<file path="src/design/smx_pkg.sv">
`default_nettype none
package smx_pkg;
    localparam int STACK_DEPTH  = 256;
    localparam int GLOBAL_COUNT = 16;
    localparam int LOCAL_COUNT  = 16;
    localparam int CALL_DEPTH   = 64;
    localparam int ADDR_BITS    = 16;
    localparam int SP_BITS      = $clog2(STACK_DEPTH);
    localparam int SC_BITS      = $clog2(STACK_DEPTH + 1);
    localparam int GI_BITS      = (GLOBAL_COUNT > 1) ? $clog2(GLOBAL_COUNT) : 1;
    localparam int LI_BITS      = (LOCAL_COUNT > 1) ? $clog2(LOCAL_COUNT) : 1;
    localparam int FP_BITS      = $clog2(CALL_DEPTH);
    localparam int FC_BITS      = $clog2(CALL_DEPTH + 1);
    localparam int LA_BITS      = $clog2(CALL_DEPTH * LOCAL_COUNT);
    localparam int LOCAL_WORDS  = CALL_DEPTH * LOCAL_COUNT;

    typedef enum logic [5:0] {
        OP_NOP, OP_DUMP, OP_TRACE, OP_PRINT, OP_HALT, OP_FATAL, OP_CONST, OP_POP,
        OP_ADD, OP_SUB, OP_MUL, OP_DIV, OP_MOD, OP_ABS, OP_NEG, OP_EQ, OP_NEQ,
        OP_GT, OP_LT, OP_GTE, OP_LTE, OP_JMP, OP_RJMP, OP_JMPI, OP_RJMPI, OP_JZ,
        OP_JNZ, OP_GSTORE, OP_GLOAD, OP_CALL, OP_RET, OP_STORE, OP_LOAD
    } opcode_t;

    typedef enum logic [2:0] {
        ST_RUN, ST_HALT, ST_END, ST_FATAL, ST_STACK, ST_DIVZ, ST_DEPTH, ST_INDEX
    } status_t;

    // controller -> datapath
    typedef struct packed {
        logic capture;   // latch item, issue stack reads
        logic execute;   // operands ready: decide and commit
        logic div_start;
        logic finish;    // division done: commit
    } cmd_t;

    // datapath -> controller
    typedef struct packed {
        logic need_div;
        logic div_done;
    } stat_t;
endpackage
`default_nettype wire

</file>
<file path="src/design/smx_ctrl.sv">
`default_nettype none
module smx_ctrl (
    input  wire logic          aclk,
    input  wire logic          aresetn,
    input  wire logic          in_valid,
    output logic               in_ready,
    output logic               out_valid,
    input  wire logic          out_ready,
    output smx_pkg::cmd_t      cmd,
    input  wire smx_pkg::stat_t stat
);
    import smx_pkg::*;

    typedef enum logic [2:0] {S_IDLE, S_READ, S_DIVW, S_OUT} state_t;
    state_t state_reg;

    assign in_ready  = (state_reg == S_IDLE);
    assign out_valid = (state_reg == S_OUT);

    always_comb begin
        cmd           = '0;
        cmd.capture   = in_valid && in_ready;
        cmd.execute   = (state_reg == S_READ) && !stat.need_div;
        cmd.div_start = (state_reg == S_READ) && stat.need_div;
        cmd.finish    = (state_reg == S_DIVW) && stat.div_done;
    end

    always_ff @(posedge aclk) begin
        if (!aresetn) begin
            state_reg <= S_IDLE;
        end else begin
            unique case (state_reg)
                S_IDLE: if (in_valid) state_reg <= S_READ;
                S_READ: state_reg <= stat.need_div ? S_DIVW : S_OUT;
                S_DIVW: if (stat.div_done) state_reg <= S_OUT;
                S_OUT:  if (out_ready) state_reg <= S_IDLE;
                default: state_reg <= S_IDLE;
            endcase
        end
    end

    a_one_cmd: assert property (@(posedge aclk) disable iff (!aresetn)
        $countones({cmd.capture, cmd.execute, cmd.div_start, cmd.finish}) <= 1)
        else $error("overlapping datapath commands");
    a_read_follows_capture: assert property (@(posedge aclk) disable iff (!aresetn)
        cmd.capture |=> (state_reg == S_READ))
        else $error("capture not followed by operand read");
    a_out_after_work: assert property (@(posedge aclk) disable iff (!aresetn)
        $rose(out_valid) |-> ($past(cmd.execute) || $past(cmd.finish)))
        else $error("result without commit");
endmodule
`default_nettype wire

</file>
<file path="config.mk">
export PLATFORM = sky130hd
export DESIGN_NAME = smx_ctrl
export DESIGN_NICKNAME = d
export VERILOG_FILES = /design/src/design/smx_pkg.sv /design/src/design/smx_ctrl.sv
export SDC_FILE = /design/constraint.sdc
export NUM_CORES = 1
export LEC_CHECK = 0
export BUFFER_PORTS_ARGS = -buffer_cell sky130_fd_sc_hd__buf_2
export CAP_MARGIN = 5
export CORE_AREA = 5 5 42 44
export DETAILED_ROUTE_END_ITERATION = 8
export DIE_AREA = 0 0 47 49
export PLACE_DENSITY = 0.41
export REMOVE_ABC_BUFFERS = 1
export SLEW_MARGIN = 20
export SYNTH_ARGS = -nofsm -noshare
export SYNTH_HDL_FRONTEND = slang
export SYNTH_SLANG_ARGS = --single-unit
</file>
<file path="constraint.sdc">
create_clock -name aclk -period 1.6 [get_ports aclk]
set_input_delay 0.16 -clock aclk [delete_from_list [all_inputs] [get_ports aclk]]
set_output_delay 0.16 -clock aclk [all_outputs]
set_load 0.05 [all_outputs]
</file>
==> results.toml, run 1 <==
[detailed_routing]
drtIter0Drc = 3
antenna_left = 0
wl_met2_um = 224
drc = 0
vias = 205
wire_per_inst_um = 8.27
firstDrtPassIters = 4
wl_met1_um = 186
routed_wl_um = 463
met3_length_um = 52
viasPerCell = 3.66
top_layer = "met3"

[clock_tree]
cts_setup_buffers = 0
tritoncts = "yes"
clkTransAtPathRegs_ns = 0.03
cts-buffers-inserted = 3
htreeDepth = 1
cts.repair.resized = 0
root_buffer = "clkbuf_4"
clock_sinks = 2
clk_path_buf_depth = 2
hold_buffers = 0
clk_latency_ns = 0.22

[power_and_ir_drop]
p_leak_nw = 0.185
p_int_uw = 313
ir_worst_vdd_mv = 0.345
p_clk_frac = 0.163
p_switching_uw = 362
power_density_nw_per_um2 = 2150
p_comb_frac = 0.691
p_total_uw = 675
sw_frac_of_total = 0.536
sequentialPowerShare = 0.146

[synthesis]
syn_area_um2 = 201
async_reset_ff_frac = 0
yosysWarnings = 0
yosys-top-cells-count = "inv_1 (6), ha_1 (5), nand2_1 (3)"
ys_ff_latch = 2
synth_edf_count = 0
synth_ff_type = "dfxtp_1"
synthTopCellsByArea = "ha_1 (31%), dfxtp_1 (20%), inv_1 (11%), mux2i_1 (9.9%), and2_1 (6.2%)"
synth_cells = 24
synth.most_common_cell = "inv_1"
synth_seq_area_share = 0.199
syn_area_per_cell_um2 = 8.39
synth_top_area_cell = "ha_1"
yosysTopAreaCellShare = 0.311
synth.distinct_cells = 10

[floorplanning]
fp.dieW_um = 47
initial_core_util = 0.144
coreArea_um2 = 1400
die_y_um = 49
num_io_pins = 12
die_area_um2 = 2300
rows = 14

[sta]
period_share = 0.898
rsz0062_at_grt = "no"
max_freq_ghz = 0.696
timing.hold.ws_ns = 0.225
fin_crit_ns = 1.44
hold_viol_final = 0
worstMarginPinSlew_ns = 0.267
slew_viol_final = 0
final-setup-viol-count = 0
finClkSkew_ns = 0.00362
slew_headroom = 0.822

[grt]
grt_max_degree = 6
antenna_found_initial = 0
grtUsageTotal = 0.0442
grt_pass1_vias = 209
grt_first_pass_wirelength_um = 724
grt_remaining_overflow = 0

[outcome]
status = "finished clean"

[place]
port-buffer-count = 11
place_area_um2 = 292
place_hpwl_um = 377
dp_cells = 53
place_congestion = 0.647

[critical_path]
worstPathArrival_ns = 1.28
path_class = "flop to primary output"
startpoint_type = "flop"
worstPathCellList = "inv_1 > ha_1 > nor2b_1 > buf_2"
critPathMaxStageDelay_ns = 0.34
endpoint_kind = "primary output"
cp_slowest_cell = "dfxtp_1"
cp_max_fo = 5
cp_data_required_time_ns = 1.44

[min_path]
hp-class = "input pin to flop"

[cells_and_area]
instances_no_fill = 56
largest_register_ffs = 2
final_area_um2 = 314
drive_above_1_share = 0.425
nFillCells = 174
area_growth_pct = 55.9
num_antenna_cells = 0
regArea_um2 = 40.0
fin_util = 0.224
fin_nets = 53
multiInputGateArea_um2 = 139

[run]
cap_violations = 0
critical path: cells and delay by family (launching register included):
family / cells / cell delay (ns)
DFF: 1 / 0.34
adders and majority gates: 1 / 0.15
buffers and inverters: 2 / 0.39
and+or+nand+nor: 1 / 0.17
final cells by class:
class / instances / area share
repair buffers: 13 / 0.223
flip-flops and latches: 2 / 0.127
multi-input cells: 16 / 0.442
well taps: 16 / 0.0637
clock buffers: 3 / 0.0717
inverters: 6 / 0.0717
per-layer routing:
metal	global-route usage	up-vias
met5	0	-
met4	0.0553	0
met3	0	0
met2	0.0747	8
met1	0.0392	88
li1	-	109
cells in the final DEF (no fill, tap or decap), drive strengths merged:
master   n
buf     13
inv      6
ha       5
nand2    3
clkbuf   3
and2     3
mux2i    2
dfxtp    2
nor2b    1
a222oi   1
o311ai   1
path summary, 6_finish.rpt:
| path | start | end | slack (ns) | depth (start not counted) |
|---|---|---|---|---|
| min | aresetn | state_reg[1] | 0.23 | 3 |
| min reg2reg | state_reg[1] | state_reg[1] | 0.52 | 2 |
| max | state_reg[1] | cmd[2] | 0.16 | 4 |
| max reg2reg | state_reg[1] | state_reg[0] | 0.22 | 5 |
metrics by stage:
step,setup WS (ns),TNS [ns]
after floorplan,-0.0354,-0.0354
after global placement,0.208,0
after detailed placement,0.232,0
after CTS,0.136,0
after global routing,0.0731,0
final,0.163,0
power by group through the flow:
stage               Combinational [mW]  Sequential (mW)  Clock, mW
floorplan                        0.352            0.101          0
global placement                 0.478            0.101          0
detailed placement               0.469           0.0990          0
CTS                              0.472           0.0981      0.115
global route                     0.505            0.104      0.119
finish                           0.467           0.0985      0.110
kinds of logic after synthesis:
family	Yosys count	share of synthesized area
adders and majority gates	5	0.311
DFF	2	0.199
and+or+nand+nor	7	0.186
muxes	2	0.0994
buffers and inverters	6	0.112
AOI/OAI and AO/OA	2	0.0932
Power figures use the tool's default switching activity.
==> inputs of run 2 (changes only) <==
- RECOVER_POWER: unset -> 25
==> results.toml, run 2 (synthesized netlist as in run 1, its figures left out) <==
[clock_tree]
clk_path_buf_depth = 2
clkTransAtPathRegs_ns = 0.03
cts.repair.resized = 0
cts-buffers-inserted = 3
cts_setup_buffers = 0
htreeDepth = 1
root_buffer = "clkbuf_4"
tritoncts = "yes"
hold_buffers = 0
clock_sinks = 2
clk_latency_ns = 0.22

[cells_and_area]
mostFrequentLayoutCells = "buf_2 (9), inv_1 (6), ha_1 (5)"
num_antenna_cells = 0
drive_above_1_share = 0.425
area_growth_pct = 55.9
final_common_cell = "buf_2"
fin_nets = 53
largest_register_ffs = 2
instances_no_fill = 56
fin_util = 0.224
nFillCells = 174

[sta]
max_freq_ghz = 0.695
period_share = 0.900
rsz0062_at_grt = "no"
fin_crit_ns = 1.44
finClkSkew_ns = 0.00362
final-setup-viol-count = 0
worst_slack_ns = 0.161
timing.hold.ws_ns = 0.225
hold_viol_final = 0
slew_viol_final = 0
worstMarginPinSlew_ns = 0.279
slew_headroom = 0.815

[detailed_routing]
routed_wl_um = 465
drtIter0Drc = 4
vias = 202
drc = 0
viasPerCell = 3.61
antenna_left = 0
wire_per_inst_um = 8.30
firstDrtPassIters = 4

[floorplanning]
die_y_um = 49
initial_core_util = 0.144
die_area_um2 = 2300
fp.dieW_um = 47
num_io_pins = 12
coreArea_um2 = 1400
rows = 14

[place]
port-buffer-count = 11
place_hpwl_um = 377
dp_cells = 53
preCtsSetupSlack_ns = 0.232
place_congestion = 0.647

[critical_path]
crit_start = "state_reg[1]"
worstReg2RegStart = "state_reg[1]"
worstPathArrival_ns = 1.28
path_class = "flop to primary output"
startpoint_type = "flop"
cp_data_required_time_ns = 1.44
endpoint_kind = "primary output"
cp_max_fo = 5

[grt]
grt_pass1_vias = 209
grt_first_pass_wirelength_um = 724
grt_max_degree = 6
antenna_found_initial = 0
grtUsageTotal = 0.0442
grt_remaining_overflow = 0

[min_path]
hp-class = "input pin to flop"
hold_start = "aresetn"

[power_and_ir_drop]
ir_worst_vdd_mv = 0.346
p_total_uw = 676
p_leak_nw = 0.185
power_density_nw_per_um2 = 2150

[outcome]
status = "finished clean"

[run]
cap_violations = 0
[run 2: cell types whose count changed in the layout (fill, tap and decap cells not counted), sizes merged]
cell and delta:
buf -2, clkbuf +2
[run 2: stage by stage]
stage               TNS, ns  instance area [µm²]
global route              0                  314
CTS                       0                  314
finish                    0                  314
global placement          0                  292
floorplan           -0.0354                  201
detailed placement        0                  292
[run 2: cell type report]
type                            count  area (µm²)  area share
Multi-Input combinational cell     16         139       0.442
Timing Repair Buffer               13        70.1       0.223
Sequential cell                     2        40.0       0.127
Clock buffer                        3        22.5      0.0717
Inverter                            6        22.5      0.0717
Tap cell                           16        20.0      0.0637
[run 2: path summary, 6_finish.rpt]
path                            depth (start not counted)  slack (ns)            to
worst max-delay path                                    4        0.16        cmd[3]
worst min-delay path                                    3        0.23  state_reg[1]
worst max register to register                          5        0.21  state_reg[0]
worst min register to register                          2        0.52  state_reg[1]
[run 2: critical path, cell delays in order (launching register included)]
cell and delay (ns):
dfxtp_1 0.40, inv_1 0.09, ha_1 0.23, and2_1 0.14, buf_2 0.20
[run 2: per-layer routing]
| layer | share of wire | GRT usage | vias to the layer above | routed length, µm |
|---|---|---|---|---|
| met3 | 0.11 | 0 | 0 | 51 |
| li1 | - | - | 109 | - |
| met2 | 0.48 | 0.0747 | 8 | 224 |
| met1 | 0.40 | 0.0392 | 85 | 188 |
| met4 | 0 | 0.0553 | 0 | 0 |
| met5 | 0 | 0 | - | 0 |
[run 2: power breakdown]
part | internal [mW] | switching [mW] | total, mW
Sequential | 0.0753 | 0.0233 | 0.0985
Clock | 0.0827 | 0.0276 | 0.110
Combinational | 0.155 | 0.312 | 0.467
==> inputs of run 3 (changes only) <==
- CORE_AREA: 5 5 42 44 -> 2 2 39 41
- DIE_AREA: 0 0 47 49 -> 0 0 41 43
- clock period: 1.6 -> 1.7 ns (I/O delays scaled with it)
==> results.toml, run 3 (synthesized netlist as in run 1, its figures left out) <==
[grt]
grt_remaining_overflow = 0
use_met2 = 0.0750
grt_pass1_vias = 178
grt_most_used_layer = "met4"
antenna_found_initial = 0
use_met1 = 0.0511
grt_max_degree = 6
grtUsageTotal = 0.0551
grt_first_pass_wirelength_um = 607
globalRouteMet3Util = 0.0157

[cells_and_area]
fin_nets = 52
multiInputGateArea_um2 = 139
mostFrequentLayoutCells = "buf_2 (9), inv_1 (6), ha_1 (5)"
num_antenna_cells = 0
drive_above_1_share = 0.385
fin_util = 0.221
largest_register_ffs = 2
regArea_um2 = 40.0
final_common_cell = "buf_2"
area_growth_pct = 51.6
nFillCells = 156

[min_path]
hp-class = "input pin to flop"

[sta]
tns_ns = 0
finClkSkew_ns = 0.00210
fin_crit_ns = 1.48
max_freq_ghz = 0.678
hold_viol_final = 0
period_share = 0.868
rsz0062_at_grt = "no"
slew_headroom = 0.608
final-setup-viol-count = 0
worstMarginPinSlew_ns = 0.591
slew_viol_final = 0
timing.hold.ws_ns = 0.239

[place]
place_hpwl_um = 331
place_congestion = 0.593
port-buffer-count = 11

[critical_path]
cp_top_family = "buffers and inverters"
worstPathArrival_ns = 1.31
path_class = "flop to primary output"
endpoint_kind = "primary output"
cp_slowest_cell = "clkbuf_1"
cp_data_required_time_ns = 1.53
worstPathCellList = "buf_4 > ha_1 > clkbuf_1"
worstPathBufferInverterCount = 2
cp_max_fo = 4
startpoint_type = "flop"
critPathMaxStageDelay_ns = 0.47

[detailed_routing]
firstDrtPassIters = 4
drc = 0
vias = 198
wire_per_inst_um = 7.33
routed_wl_um = 403
viasPerCell = 3.60
antenna_left = 0
drtIter0Drc = 4

[clock_tree]
htreeDepth = 1
cts-buffers-inserted = 3
tritoncts = "yes"
clk_path_buf_depth = 2
hold_buffers = 0
cts.repair.resized = 0
clock_sinks = 2
clk_latency_ns = 0.22
clkTransAtPathRegs_ns = 0.03
root_buffer = "clkbuf_4"
cts_setup_buffers = 0

[floorplanning]
coreArea_um2 = 1380
rows = 14
die_area_um2 = 1760
die_y_um = 43
initial_core_util = 0.146
fp.dieW_um = 41
num_io_pins = 12

[run]
cap_violations = 0

[power_and_ir_drop]
p_leak_nw = 0.177
power_density_nw_per_um2 = 2000
ir_worst_vdd_mv = 0.328

[outcome]
status = "finished clean"
[run 3: cell types whose count changed in the layout (fill, tap and decap cells not counted)]
cell / before / now
buf_4: 2 / 1
clkbuf_1: 0 / 1
clkbuf_2: 2 / 1
[run 3: power by group]
| group | total [mW] | internal, mW | switching, mW |
|---|---|---|---|
| combinational | 0.414 | 0.128 | 0.285 |
| clock | 0.106 | 0.0780 | 0.0281 |
| sequential | 0.0916 | 0.0708 | 0.0208 |
[run 3: per-stage QoR]
stage               setup slack (ns)  area (µm²)  total power, mW  std cells
global route                   0.118         305            0.669         55
finish                         0.225         305            0.612         55
detailed placement             0.259         284            0.512         52
floorplan                     0.0646         201            0.426         24
global placement               0.209         284            0.521         52
CTS                            0.222         307            0.627         55
[run 3: final timing paths]
check                           depth (start not counted)          from  slack, ns            to
worst max-delay path                                    3  state_reg[0]       0.22     out_valid
worst min-delay path                                    3       aresetn       0.24  state_reg[0]
worst max register to register                          4  state_reg[1]       0.28  state_reg[0]
worst min register to register                          2  state_reg[1]       0.52  state_reg[1]
[run 3: metal layers]
| metal | wire length, µm | share of wire |
|---|---|---|
| met1 | 164 | 0.41 |
| met2 | 191 | 0.47 |
| met3 | 47 | 0.12 |
| met4 | 0 | 0 |
| met5 | 0 | 0 |
[run 3: worst reg2reg max path: cells and delay by family, from the launching register on]
family / cells / cell delay (ns)
multiplexers: 1 / 0.23
adder cells (fa/ha/maj): 1 / 0.22
flip-flops: 1 / 0.39
AO/OA/AOI/OAI: 1 / 0.43
buffers and inverters: 1 / 0.08
[run 3: final cells by class]
type,count,area share
multi-input combinational,16,0.455
timing repair buffer,12,0.201
sequential,2,0.131
clock buffer,3,0.0738
inverter,6,0.0738
tap,16,0.0656
